File: config.mk
export PLATFORM = sky130hd
export DESIGN_NAME = osd_div
export DESIGN_NICKNAME = d
export VERILOG_FILES = /design/src/osd_pkg.sv /design/src/osd_div.sv
export SDC_FILE = /design/constraint.sdc
export NUM_CORES = 1
export LEC_CHECK = 0
export BUFFER_PORTS_ARGS = -buffer_cell sky130_fd_sc_hd__buf_2
export CAP_MARGIN = 10
export CORE_UTILIZATION = 50
export DETAILED_ROUTE_END_ITERATION = 7
export PLACE_DENSITY = 0.8
export REMOVE_ABC_BUFFERS = 1
export SYNTH_ARGS = -nofsm -noshare
export SYNTH_HDL_FRONTEND = slang
export SYNTH_SLANG_ARGS = --single-unit
File: constraint.sdc
create_clock -name clk_i -period 3 [get_ports clk_i]
set_clock_uncertainty 0.15 [all_clocks]
set_input_delay 0.45 -clock clk_i [delete_from_list [all_inputs] [get_ports clk_i]]
set_output_delay 0.45 -clock clk_i [all_outputs]
set_load 0.05 [all_outputs]
File: src/osd_pkg.sv
package osd_pkg;

  localparam int MAP_COLUMNS     = 50;
  localparam int MAP_ROWS        = 18;
  localparam int GLYPHS_PER_PAGE = 256;
  localparam int GLYPH_PIXELS    = 4096;
  localparam int FRAME_WIDTH     = 1440;
  localparam int FRAME_HEIGHT    = 810;

  localparam int CELL_DEPTH = MAP_COLUMNS * MAP_ROWS;
  localparam int CELL_AW    = $clog2(CELL_DEPTH);
  localparam int FONT_DEPTH = 2 * GLYPHS_PER_PAGE * GLYPH_PIXELS;
  localparam int FONT_AW    = $clog2(FONT_DEPTH);

  localparam int DIV_W = 11;
  localparam int DEN_W = 7;

  typedef enum logic [1:0] {
    KIND_CELL  = 2'd0,
    KIND_CLEAR = 2'd1,
    KIND_FONT  = 2'd2,
    KIND_QUERY = 2'd3
  } kind_e;

  typedef enum logic [2:0] {
    REG_CHAR_COLUMNS = 3'd0,
    REG_CHAR_ROWS    = 3'd1,
    REG_GLYPH_WIDTH  = 3'd2,
    REG_GLYPH_HEIGHT = 3'd3,
    REG_ORIGIN_X     = 3'd4,
    REG_ORIGIN_Y     = 3'd5,
    REG_SECOND_PAGE  = 3'd6
  } reg_e;

  typedef struct packed {
    logic             start;
    logic [DIV_W-1:0] num_x;
    logic [DEN_W-1:0] den_x;
    logic [DIV_W-1:0] num_y;
    logic [DEN_W-1:0] den_y;
  } div_req_t;

  typedef struct packed {
    logic             done;
    logic [DIV_W-1:0] quo_x;
    logic [DEN_W-1:0] rem_x;
    logic [DIV_W-1:0] quo_y;
    logic [DEN_W-1:0] rem_y;
  } div_rsp_t;

endpackage

File: src/osd_div.sv
module osd_div import osd_pkg::*; (
  input  logic     clk_i,
  input  logic     rst_ni,
  input  div_req_t req_i,
  output div_rsp_t rsp_o
);

  localparam int CNT_W = $clog2(DIV_W);

  logic             busy_q, busy_d, done_q, done_d;
  logic [CNT_W-1:0] cnt_q, cnt_d;
  logic [DIV_W-1:0] qx_q, qx_d, qy_q, qy_d;
  logic [DEN_W-1:0] rx_q, rx_d, ry_q, ry_d, dx_q, dx_d, dy_q, dy_d;
  logic [DEN_W:0]   tx, ty;
  logic             gx, gy;

  always_comb begin
    tx = {rx_q, qx_q[DIV_W-1]};
    ty = {ry_q, qy_q[DIV_W-1]};
    gx = tx >= {1'b0, dx_q};
    gy = ty >= {1'b0, dy_q};
    busy_d = busy_q;
    done_d = 1'b0;
    cnt_d  = cnt_q;
    qx_d = qx_q;
    qy_d = qy_q;
    rx_d = rx_q;
    ry_d = ry_q;
    dx_d = dx_q;
    dy_d = dy_q;
    if (req_i.start) begin
      busy_d = 1'b1;
      cnt_d  = '0;
      qx_d = req_i.num_x;
      qy_d = req_i.num_y;
      rx_d = '0;
      ry_d = '0;
      dx_d = req_i.den_x;
      dy_d = req_i.den_y;
    end else if (busy_q) begin
      qx_d = {qx_q[DIV_W-2:0], gx};
      qy_d = {qy_q[DIV_W-2:0], gy};
      rx_d = gx ? DEN_W'(tx - {1'b0, dx_q}) : DEN_W'(tx);
      ry_d = gy ? DEN_W'(ty - {1'b0, dy_q}) : DEN_W'(ty);
      cnt_d = cnt_q + 1'b1;
      if (cnt_q == CNT_W'(DIV_W - 1)) begin
        busy_d = 1'b0;
        done_d = 1'b1;
      end
    end
  end

  always_ff @(posedge clk_i or negedge rst_ni) begin
    if (!rst_ni) begin
      busy_q <= 1'b0;
      done_q <= 1'b0;
      cnt_q  <= '0;
    end else begin
      busy_q <= busy_d;
      done_q <= done_d;
      cnt_q  <= cnt_d;
    end
  end

  always_ff @(posedge clk_i) begin
    qx_q <= qx_d;
    qy_q <= qy_d;
    rx_q <= rx_d;
    ry_q <= ry_d;
    dx_q <= dx_d;
    dy_q <= dy_d;
  end

  assign rsp_o = '{done: done_q, quo_x: qx_q, rem_x: rx_q, quo_y: qy_q, rem_y: ry_q};

endmodule

==> reports/qor.txt <==
outcome: complete, no violations
yosys warns: 0
DRC: 0
layout cell share with drive strength beyond 1: 26.92%
via count: 2450
TritonCTS clock tree: built
die area: 6928 um2
Pins Over Slew Limit: 0
Post-CTS Resized: 0
count leader, synth: edfxtp_1
Synth top area share: 32.76%
Setup crit end kind: flip-flop
antenna violations before repair: 0
count of cell types in the netlist: 51
minimum clock period: 2.471 ns
Critical Path AT: 2.55 ns
clock sink count: 56
wire per inst: 14.61 um
Initial Util: 51.96%
first-pass GRT wire length: 11100 um
final WL: 6443 um
clk buf depth: 2
Clk pin slew, worst setup/hold paths: 0.10 ns
n_diodes: 0
Fillers: 544
Clock Tree Root: clkbuf_8
vias in the first global route: 2445
number of I/O pins: 76
CP Max Fanout: 9
Cell Area, Placed: 3691 um2
Initial DRT Pass Iterations: 4
Die Ht: 83.24 um
area leader, netlist: edfxtp_1
Iteration-0 DRC Markers: 90
Tightest Pin Transition: 0.5766 ns
Worst Setup Path Type: flip-flop to flip-flop
Final Cell Area: 3787 um2
register area share after synthesis: 45.81%
# Max-Cap Violations: 0
Post-synth EDFFs: 36
Post-synth top cells: edfxtp_1, inv_1, nor2_1
pwr/cell area: 804.1 nW/um2
Skew-Pair Late Insertion Delay: 0.31 ns
Syn Inst Count: 295
dpl hpwl: 4849 um
FP Rows: 29
synthesis-stage register bit count: 56
Final Hold Violating Endpoints: 0
pre-CTS setup slack: 0.5397 ns
Buffers on Ports: 75
Area Overhead vs Synth: 14.79%
ANT nets after route: 0
area of the mapped netlist: 3299 um2
core footprint: 6350 um2
Final Cycle Share: 82.37%
Most used DFF post-synth: edfxtp_1
gr usage total: 19.59%
Final setup viols: 0
largest net degree at the start of global routing: 29
final net count: 420
Lkg Pwr: 1.667 nW
CTS buffer count: 5
Max VDD drop: 0.0004902 V
Async SR Flop Fraction: 10.71%
gpl congestion: 0.8118
RSZ-0062 raised after global routing: no
Overflow after GRT: 0
Synth area leaders: edfxtp_1, dfxtp_1, mux2_1
Hold Crit Class: primary input to flip-flop
CTS H-tree lvls: 2
Synth Area per Inst: 11.18 um2
relative slew slack: 61.56%
Avg Vias per Cell: 5.556
worst path required time: 3.07 ns
fmax: 404.7 MHz
Setup TNS: 0 ns
DIE WIDTH: 83.24 um
post-layout worst setup margin: 0.5290 ns
Startpoint Class: flip-flop
[cell families after synthesis]
family / count (synthesis) / share of synthesized area (%)
simple gates: 83 / 13.88
flops: 56 / 45.81
buf+inv: 45 / 6.408
xor+xnor: 8 / 2.124
fa+ha+maj: 18 / 7.281
mux: 23 / 7.736
compound gates: 62 / 16.76
[flip-flops by register name, indices dropped and copies added, names as in the netlist]
signal and flops:
busy_q 1, cnt_q 4, done_q 1, dx_q 7
dy_q 7, qx_q 11, qy_q 11, rx_q 7
ry_q 7
[cell usage in the layout (no fill, tap or decap), drive strengths merged, types with 5 or more instances in the layout]
master,n
a311oi,7
a41oi,8
buf,80
clkbuf,5
dfrtp,6
dfxtp,14
edfxtp,36
ha,16
inv,26
mux2,20
nand2,14
nand2b,5
nand4,5
nor2,23
nor2b,8
nor3b,11
o21ai,8
or2,6
xor2,5
[through the flow]
stage / total power [mW] / hold slack (ns) / std cells / util, %
floorplan: 2.302 / 0.004409 / 275 / -
global placement: 2.614 / 0.1294 / 432 / 58.13
detailed placement: 2.653 / 0.1290 / 432 / 58.13
CTS: 3.063 / 0.1502 / 441 / 59.65
global route: 3.248 / 0.1439 / 441 / 59.65
finish: 3.046 / 0.1595 / 441 / 59.65
[worst max-delay path, stage by stage, from the launching register on]
cell and delay [ns]:
edfxtp_1 0.35, inv_1 0.07, ha_1 0.22, fa_1 0.39, nand2b_1 0.20, a211o_1 0.38, and3_1 0.32, a311oi_2 0.30
[repair_timing]
action,in CTS,in global routing
hold buffers,1,0
buffers inserted,0,0
hold endpoints to repair,6,0
[where the power goes]
part | internal, mW | total (mW) | leakage (nW) | switching, mW
clock network | 0.164 | 0.403 | 0.0460 | 0.239
logic | 0.541 | 1.55 | 1.06 | 1.01
registers | 0.972 | 1.09 | 0.564 | 0.120
[worst paths after layout]
path                           start       end  slack (ns)  cells after the start
setup / recovery            qx_q[10]   rx_q[0]        0.53                      7
hold / removal             req_i[19]   dx_q[1]        0.16                      1
setup reg to reg            qx_q[10]   rx_q[0]        0.53                      7
hold reg to reg              qx_q[5]   qx_q[6]        0.41                      1
max in group asynchronous     rst_ni  cnt_q[2]        2.21                      2
min in group asynchronous     rst_ni    busy_q        0.35                      2
[per-layer routing]
metal  track usage (%)  vias up  wire length [um]
li1                  -     1215                 -
met1             24.55     1169              2780
met2             34.58       58              3294
met3             3.280        8               285
met4             5.799        0                82
met5                 0        -                 0
[layout make-up]
cell class              instances  area (um2)  share of cell area (%)
multi-input cells             194        1577                   41.63
flip-flops and latches         56        1511                   39.91
repair buffers                 81       422.9                   11.17
well taps                      77       96.34                   2.544
inverters                      25       93.84                   2.478
clock buffers                   5       68.82                   1.817
clock inverters                 3       17.52                  0.4625
Power figures use the tool's default switching activity.
